$ cat config.mk
export PLATFORM = sky130hd
export DESIGN_NAME = phkl_fifo
export DESIGN_NICKNAME = d
export VERILOG_FILES = /design/src/hw/rtl/phkl_fifo.sv
export SDC_FILE = /design/constraint.sdc
export NUM_CORES = 1
export LEC_CHECK = 0
export ABC_AREA = 1
export BUFFER_PORTS_ARGS = -buffer_cell sky130_fd_sc_hd__buf_4
export CAP_MARGIN = 20
export CELL_PAD_IN_SITES_DETAIL_PLACEMENT = 1
export CELL_PAD_IN_SITES_GLOBAL_PLACEMENT = 1
export CORE_ASPECT_RATIO = 0.7
export CORE_MARGIN = 2
export CORE_UTILIZATION = 50
export CTS_CLUSTER_SIZE = 10
export DETAILED_ROUTE_END_ITERATION = 8
export PLACE_DENSITY_LB_ADDON = 0.2
export SLEW_MARGIN = 20
export SYNTH_ARGS = -nofsm -noshare
export SYNTH_HDL_FRONTEND = slang
export SYNTH_SLANG_ARGS = --single-unit
$ cat constraint.sdc
create_clock -name clk_i -period 2.9 [get_ports clk_i]
set_input_delay 0.29 -clock clk_i [delete_from_list [all_inputs] [get_ports clk_i]]
set_output_delay 0.29 -clock clk_i [all_outputs]
set_load 0.02 [all_outputs]
$ cat src/hw/rtl/phkl_fifo.sv
// Small first-word-fall-through queue between the hash front end and back end.
// Depends on nothing beyond its parameters.
module phkl_fifo #(
  parameter int unsigned DW    = 34,
  parameter int unsigned DEPTH = 4,
  localparam int unsigned PTR_W = (DEPTH > 1) ? $clog2(DEPTH) : 1,
  localparam int unsigned CNT_W = $clog2(DEPTH + 1)
) (
  input  logic             clk_i,
  input  logic             rst_ni,
  input  logic             push_i,
  input  logic [DW-1:0]    data_i,
  input  logic             pop_i,
  output logic [DW-1:0]    data_o,
  output logic             empty_o,
  output logic [CNT_W-1:0] cnt_o
);

  logic [DW-1:0]    mem_q [DEPTH];
  logic [PTR_W-1:0] wr_ptr_q, rd_ptr_q;
  logic [CNT_W-1:0] cnt_q;

  // Storage; entries need no reset.
  always_ff @(posedge clk_i) begin
    if (push_i) begin
      mem_q[wr_ptr_q] <= data_i;
    end
  end

  // Pointers and fill count.
  always_ff @(posedge clk_i or negedge rst_ni) begin
    if (!rst_ni) begin
      wr_ptr_q <= '0;
      rd_ptr_q <= '0;
      cnt_q    <= '0;
    end else begin
      if (push_i) begin
        wr_ptr_q <= (32'(wr_ptr_q) == DEPTH - 1) ? '0 : PTR_W'(wr_ptr_q + 1'b1);
      end
      if (pop_i) begin
        rd_ptr_q <= (32'(rd_ptr_q) == DEPTH - 1) ? '0 : PTR_W'(rd_ptr_q + 1'b1);
      end
      if (push_i && !pop_i) begin
        cnt_q <= CNT_W'(cnt_q + 1'b1);
      end else if (!push_i && pop_i) begin
        cnt_q <= CNT_W'(cnt_q - 1'b1);
      end
    end
  end

  assign data_o  = mem_q[rd_ptr_q];
  assign empty_o = (cnt_q == '0);
  assign cnt_o   = cnt_q;

  // The front end reserves room before it accepts, so a push never meets a full queue.
  assert property (@(posedge clk_i) disable iff (!rst_ni) push_i |-> (32'(cnt_q) < DEPTH))
    else $error("queue push while full");

  // The back end only pops what is there.
  assert property (@(posedge clk_i) disable iff (!rst_ni) pop_i |-> (cnt_q != '0))
    else $error("queue pop while empty");

endmodule

; Word-level counts from Yosys, hierarchy flattened
; Memory sizes are Yosys's and may differ from the RTL's.
; Index checks and enable logic that the tools add are counted.
; Widths: inputs -> output; s select.
[word_totals]
output_inout_bits = 38
wordCells = 22
regBits = 7
ram_bits = 136
n_memories = 1
in_bits = 38
[memory_table]
columns = name, depth, width, rd, rd_clocked_by_memory_dff, write_ports, line
row1 = mem_q, 4, 34, 1, 0, 1, 19  ; logic [DW-1:0] mem_q [DEPTH];
[op_classes]
add_sub_neg = 4
reduce_logical = 6
muxes = 6
eq_ne = 2
[op_table]
columns = cell, count
row1 = $mux 3, 2
row2 = $add 2x1->2 const B, 2
row3 = $eq 2x2->1 const B, 2
row4 = $mux 2, 2
row5 = $add 3x1->3 const B, 1
row6 = $logic_not 3->1, 1
row7 = $sub 3x1->3 const B, 1
row8 = $logic_and 1x1->1, 2
row9 = $logic_not 1->1, 2
row10 = $mux 1, 2
row11 = $reduce_bool 2->1, 1

; Logic depth before layout (Yosys ltp)
; Gate-level depths: netlist of run 1.
[depth]
depth_word = 4
depth_mapped = 9
mapped_depth_nobuf = 9

; Least setup slack after synthesis of run 1
; OpenSTA, ideal clock, no wires.
[synth_timing]
kind = reg2reg
startpoint = register wr_ptr_q[0]
endpoint = memory mem_q[0][0], enable pin
arrival_time_ns = 1.332
stages_incl_launch_ff = 5
n_path_buf = 0
setup_slack_ns = 1.180
setup_time_ns = 0.389
path_cell_list = dfrtp_1 -> inv_1 -> ha_1 -> nand2_1 -> inv_1
[synth_lines]
columns = element, line
row1 = from (decl), 20  ; logic [PTR_W-1:0] wr_ptr_q, rd_ptr_q;
row2 = from (signal assigned), 38  ; wr_ptr_q <= (32'(wr_ptr_q) == DEPTH - 1) ? '0 : PTR_W'(wr_ptr_q + 1'b1);
row3 = to (decl), 19
; No word-level cell before the write port.

; Worst setup path in the final report of run 1
[layout_timing]
startpoint = register rd_ptr_q[0]
endpoint = output data_o[11]
[layout_between]
elab_chain_len = 1
[layout_rtl]
columns = element, line
row1 = from (decl), 20
row2 = from (signal assigned), 41  ; rd_ptr_q <= (32'(rd_ptr_q) == DEPTH - 1) ? '0 : PTR_W'(rd_ptr_q + 1'b1);
row3 = $mem_v2 4x34, --
row4 = to (decl), 14  ; output logic [DW-1:0] data_o,
; Every way passes these cells.

==> results of run 1 <==
cell families (layout without fill, tap and decap cells):
family | count (synthesis) | count (layout) | share of synthesized area [%]
compound gates | 72 | 72 | 9.00
xor+xnor | 1 | 1 | 0.149
fa+ha+maj | 7 | 7 | 1.61
buf+inv | 103 | 194 | 9.11
flops | 143 | 143 | 72.3
simple gates | 122 | 122 | 7.86
state kept, by name, indices dropped and copies added, names as in the netlist:
name      cells
rd_ptr_q      2
wr_ptr_q      2
cnt_o         3
mem_q       136
placed cells by master, fill, tap and decap left out, drive strengths merged:
cell | netlist | final
clkbuf | 6 | 19
dlygate4sd3 | 0 | 1
xnor2 | 1 | 1
nor2 | 2 | 2
buf | 16 | 82
nor3 | 1 | 1
edfxtp | 136 | 136
dfrtp | 7 | 7
clkinv | 0 | 8
o21ai | 4 | 4
clkinvlp | 0 | 1
o211ai | 68 | 68
bufinv | 0 | 2
nand4 | 1 | 1
nand3 | 1 | 1
nand2 | 117 | 117
fa | 1 | 1
ha | 6 | 6
inv | 81 | 81
worst paths after layout:
| check | end | slack [ns] |
|---|---|---|
| setup / recovery | data_o[11] | 0.45 |
| hold / removal | mem_q[0][13] | 0.07 |
| setup reg to reg | mem_q[1][28] | 1.16 |
| hold reg to reg | cnt_o[2] | 0.55 |
| max in group asynchronous | cnt_o[0] | 2.56 |
| min in group asynchronous | cnt_o[2] | 0.21 |
layer usage:
layer | vias up | GRT usage (%) | routed length [um]
li1 | 1705 | - | -
met1 | 1743 | 25.8 | 5540
met2 | 86 | 36.8 | 6310
met3 | 28 | 6.33 | 617
met4 | 0 | 11.4 | 340
met5 | - | 0 | 0
metrics by stage:
| step | utilization [%] | area [sq um] | cells |
|---|---|---|---|
| after CTS | 60.6 | 7030 | 696 |
| after global routing | 60.6 | 7030 | 696 |
| after detailed placement | 55.9 | 6490 | 665 |
| final | 60.6 | 7030 | 696 |
| after floorplan | - | 5890 | 448 |
| after global placement | 55.9 | 6490 | 665 |
critical path, delay by kind of cell, from the launching register on:
family                 cells  cell delay (ns)
DFF                        1             0.43
buffers and inverters      3             0.95
and+or+nand+nor            2             0.23
AOI/OAI and AO/OA          1             0.12
layout make-up:
type | instances | area (sq um) | share of cell area (%)
multi-input cells | 202 | 1100 | 15.6
clock buffers | 19 | 433 | 6.16
clock inverters | 11 | 100 | 1.42
repair buffers | 83 | 638 | 9.08
flip-flops and latches | 143 | 4260 | 60.6
well taps | 157 | 196 | 2.79
inverters | 81 | 307 | 4.36
power breakdown:
part / internal [W] / switching (W) / leakage, nW
logic: 0.000882 / 0.00167 / 1.31
clock network: 0.00123 / 0.000783 / 0.257
registers: 0.00266 / 0.000125 / 1.33
==> reports/results.tsv, run 1 <==
metric	value	unit
syn_nets	493	
cp_max_fo	51	
grt_pass1_wl	20100	um
port_buffers	75	
drt_iter0_drc	195	
die_w	134	um
power	0.00736	W
yosysSeqAreaShare	72.3	%
post-place-ws	0.949	ns
r2r_cells	4	
wl_per_cell	18.4	um
insertion_delay	0.42	ns
fmax	409	MHz
hold_path_depth	1	
hp-start	data_i[13]	
pin_count	76	
globalplace.congestion	0.755	
fin_skew	0.00729	ns
required	2.61	ns
nFillCells	1134	
power.leakage	2.91	nW
first_pass_iters	6	
hpwl	7520	um
endpoint_kind	output port	
critPathKind	register to output port	
drive_gt1_share	20.4	%
dieArea	12700	sq um
drcViolationCount	0	
grt_max_degree	61	
vdd_drop_max	0.000577	V
async_reset_ff_share	4.90	%
avgSynthCellArea	13.2	sq um
hold_path_class	input port to register	
status	complete, no violations	
rsz0062_at_grt	no	
core	11600	sq um
synth_top_area_share	69.3	%
critPathSlowestCell	dfrtp_1	
grt_overflow	0	
antenna_found_initial	0	
synthesis.area	5890	sq um
final.min_clock_period	2.45	ns
diodes	0	
slew_headroom	40.7	%
ys_types	18	
finalWirelength	12800	um
hold_violations	0	
finalNetCount	573	
grtUsageTotal	21.8	%
crit_path_max_incr_delay	0.43	ns
drv_slew	0	
cts-resized-gates	0	
synth_commonest_cells	edfxtp_1 (136), nand2_1 (117), inv_1 (79), o211ai_1 (68), buf_6 (10)	
fin_ws	0.455	ns
critical_path.cell_chain	inv_4 > buf_4 > nand2_1 > o211ai_1 > nand2_1 > buf_4	
synth_warnings	0	
finalCritPeriodShare	84.3	%
cts_made_buffers	17	
post_cts_buffers	0	
synth-seq-cells	143	
cp-start-kind	register	
worst-slew-pin-transition	0.889	ns
postRouteAntennaNets	0	
synth_cells	448	
synth.most_common_cell	edfxtp_1	
ctsHoldBuffers	1	
synth_top_area_cell	edfxtp_1	
fin_hold_ws	0.0672	ns
synth_edf_count	136	
syn_to_final_growth	19.3	%
die_y	94.8	um
synth_area_leaders	edfxtp_1 (69%), o211ai_1 (8.7%), nand2_1 (7.5%), inv_1 (5.0%), dfrtp_1 (3.0%)	
avgViaCountPerCell	5.12	
cts_tree	done	
timing.rr.start	wr_ptr_q[1]	
path_clk_slew	0.06	ns
tns	0	ns
power_density	1050	nW/um^2
num_vias	3562	
cp-startpoint	rd_ptr_q[0]	
synthFlopType	edfxtp_1	
setup_violations	0	
worstPathArrival	2.16	ns
initial_core_util	50.8	%
cts-root-buf	clkbuf_16	
clockBufferDepth	2	
maxCapViolCount	0	
cts.sinks	143	
row_count	33	
grt_pass1_vias	3894	
cts.htree.levels	4	
Power figures use the tool's default switching activity.
==> run 2: changes to the inputs <==
--- a/config.mk
+++ b/config.mk
@@ -12,7 +12,7 @@
 export CELL_PAD_IN_SITES_GLOBAL_PLACEMENT = 1
 export CORE_ASPECT_RATIO = 0.7
 export CORE_MARGIN = 2
-export CORE_UTILIZATION = 50
+export CORE_UTILIZATION = 47
 export CTS_CLUSTER_SIZE = 10
 export DETAILED_ROUTE_END_ITERATION = 8
 export PLACE_DENSITY_LB_ADDON = 0.2
==> constraint.sdc (replaced) <==
create_clock -name clk_i -period 2.3 [get_ports clk_i]
set_input_delay 0.23 -clock clk_i [delete_from_list [all_inputs] [get_ports clk_i]]
set_output_delay 0.23 -clock clk_i [all_outputs]
set_load 0.02 [all_outputs]
==> reports/results.tsv, run 2 (synthesized netlist as in run 1, its figures left out) <==
metric	value	unit	change
tns	0	ns	unchanged
nFillCells	1226		was 1134
cp-start-kind	register		unchanged
fmax	460	MHz	
critPathKind	register to output port		unchanged
cts_tree	done		unchanged
core	12300	sq um	was 11600 sq um
grtUsageTotal	20.0	%	was 21.8%
regMostFlops	mem_q		unchanged
path_clk_slew	0.06	ns	about the same
globalplace.congestion	0.672		was 0.755
multi_input_area	1100	sq um	unchanged
cts.sinks	143		unchanged
grt_pass1_vias	3889		was 3894
hold_violations	0		unchanged
row_count	34		was 33
antenna_found_initial	0		unchanged
drive_gt1_share	22.9	%	was 20.4%
final_common_cell	edfxtp_1		unchanged
fin_hold_ws	0.0145	ns	was 0.0672 ns
layout_common_cells	edfxtp_1 (136), nand2_1 (117), buf_4 (82)		was edfxtp_1 (136), nand2_1 (117), buf_4 (81)
drt_iter0_drc	203		was 195
drv_slew	0		unchanged
final.min_clock_period	2.18	ns	
power_frac_clock	29.4	%	was 27.4%
finalNetCount	577		was 573
endpoint_kind	output port		unchanged
power_density	1340	nW/um^2	was 1050 nW/um^2
fin_skew	0.00581	ns	was 0.00729 ns
postRouteAntennaNets	0		unchanged
avgViaCountPerCell	5.02		was 5.12
worstPathArrival	1.95	ns	was 2.16 ns
dieArea	13500	sq um	was 12700 sq um
grt_pass1_wl	20000	um	was 20100 um
rsz0062_at_grt	no		unchanged
cts-root-buf	clkbuf_16		unchanged
internal_power	0.00625	W	was 0.00477 W
pwr-share-seq	36.6	%	was 37.9%
finalCritPeriodShare	94.6	%	
die_w	138	um	was 134 um
maxCapViolCount	0		unchanged
largest_reg_flops	136		unchanged
cp_max_fo	39		was 51
hold_path_class	input port to register		unchanged
hpwl	7540	um	was 7520 um
num_vias	3551		was 3562
setup_violations	0		unchanged
p_sw	0.00336	W	was 0.00258 W
insertion_delay	0.41	ns	was 0.42 ns
grt_max_degree	53		was 61
initial_core_util	47.8	%	was 50.8%
vdd_drop_max	0.000602	V	was 0.000577 V
power.leakage	2.97	nW	was 2.91 nW
clockBufferDepth	2		unchanged
pin_count	76		unchanged
cts_made_buffers	17		unchanged
post-place-ws	0.519	ns	was 0.949 ns
finalWirelength	12400	um	was 12800 um
swShare	35.0	%	was 35.1%
required	2.07	ns	was 2.61 ns
first_pass_iters	4		was 6
port_buffers	75		unchanged
final_util	58.3	%	was 60.6%
drcViolationCount	0		unchanged
grt_overflow	0		unchanged
die_y	97.7	um	was 94.8 um
fin_ws	0.125	ns	was 0.455 ns
diodes	0		unchanged
seq_area	4260	sq um	about the same
wl_per_cell	17.5	um	was 18.4 um
worst-slew-pin-transition	0.475	ns	was 0.889 ns
status	complete, no violations		unchanged
combPwrFrac	34.0	%	was 34.8%
power	0.00960	W	was 0.00736 W
syn_to_final_growth	22.0	%	was 19.3%
slew_headroom	68.3	%	was 40.7%
cts.htree.levels	4		unchanged
[run 2: changes by cell type in the layout (fill, tap and decap cells not counted), moves of 2 or more]
cell      delta
buf_12       +3
clkbuf_1     -2
clkinv_1     -6
clkinv_4     +6
inv_6        +2
[run 2: layout make-up]
| cell class | count | area share [%] |
|---|---|---|
| clock buffers | 17 | 5.92 |
| clock inverters | 15 | 2.61 |
| inverters | 81 | 4.30 |
| multi-input cells | 202 | 15.3 |
| flip-flops and latches | 143 | 59.3 |
| well taps | 162 | 2.82 |
| repair buffers | 87 | 9.82 |
[run 2: repair_timing]
action,in CTS,in global routing
setup endpoints to repair,0,12
buffers inserted,0,0
hold endpoints to repair,7,0
hold buffers,1,0
gates resized for setup,0,1
[run 2: layer usage]
layer	global-route usage [%]	up-vias	routed length [um]
met3	5.27	19	518
li1	-	1723	-
met1	26.2	1737	5660
met4	7.54	0	216
met5	0	-	0
met2	32.1	72	5980
[run 2: worst max-delay path: stages, from the launching register on]
cell	delay, ns
dfrtp_1	0.45
inv_6	0.26
buf_4	0.35
nand2_1	0.11
o211ai_1	0.11
nand2_1	0.08
buf_4	0.16
[run 2: final timing paths]
| kind | from | depth (start not counted) | slack (ns) | endpoint |
|---|---|---|---|---|
| min | data_i[10] | 1 | 0.01 | mem_q[1][10] |
| max in group asynchronous | rst_ni | 2 | 1.99 | rd_ptr_q[1] |
| max reg2reg | wr_ptr_q[0] | 5 | 0.65 | mem_q[2][19] |
| max | rd_ptr_q[0] | 6 | 0.12 | data_o[10] |
| min reg2reg | cnt_o[2] | 2 | 0.54 | cnt_o[2] |
| min in group asynchronous | rst_ni | 2 | 0.17 | cnt_o[0] |
[run 2: metrics by stage]
step | instances | instance area, sq um
finish | 707 | 7190
global route | 707 | 7190
CTS | 707 | 7190
detailed placement | 674 | 6560
global placement | 674 | 6560
floorplan | 448 | 5890
[run 2: power by group through the flow]
stage	combinational (W)	clock, W	sequential (W)
after floorplan	0.00214	0	0.00355
after global placement	0.00320	0	0.00353
after detailed placement	0.00329	0	0.00356
after CTS	0.00333	0.00287	0.00351
after global routing	0.00361	0.00297	0.00355
final	0.00327	0.00282	0.00351
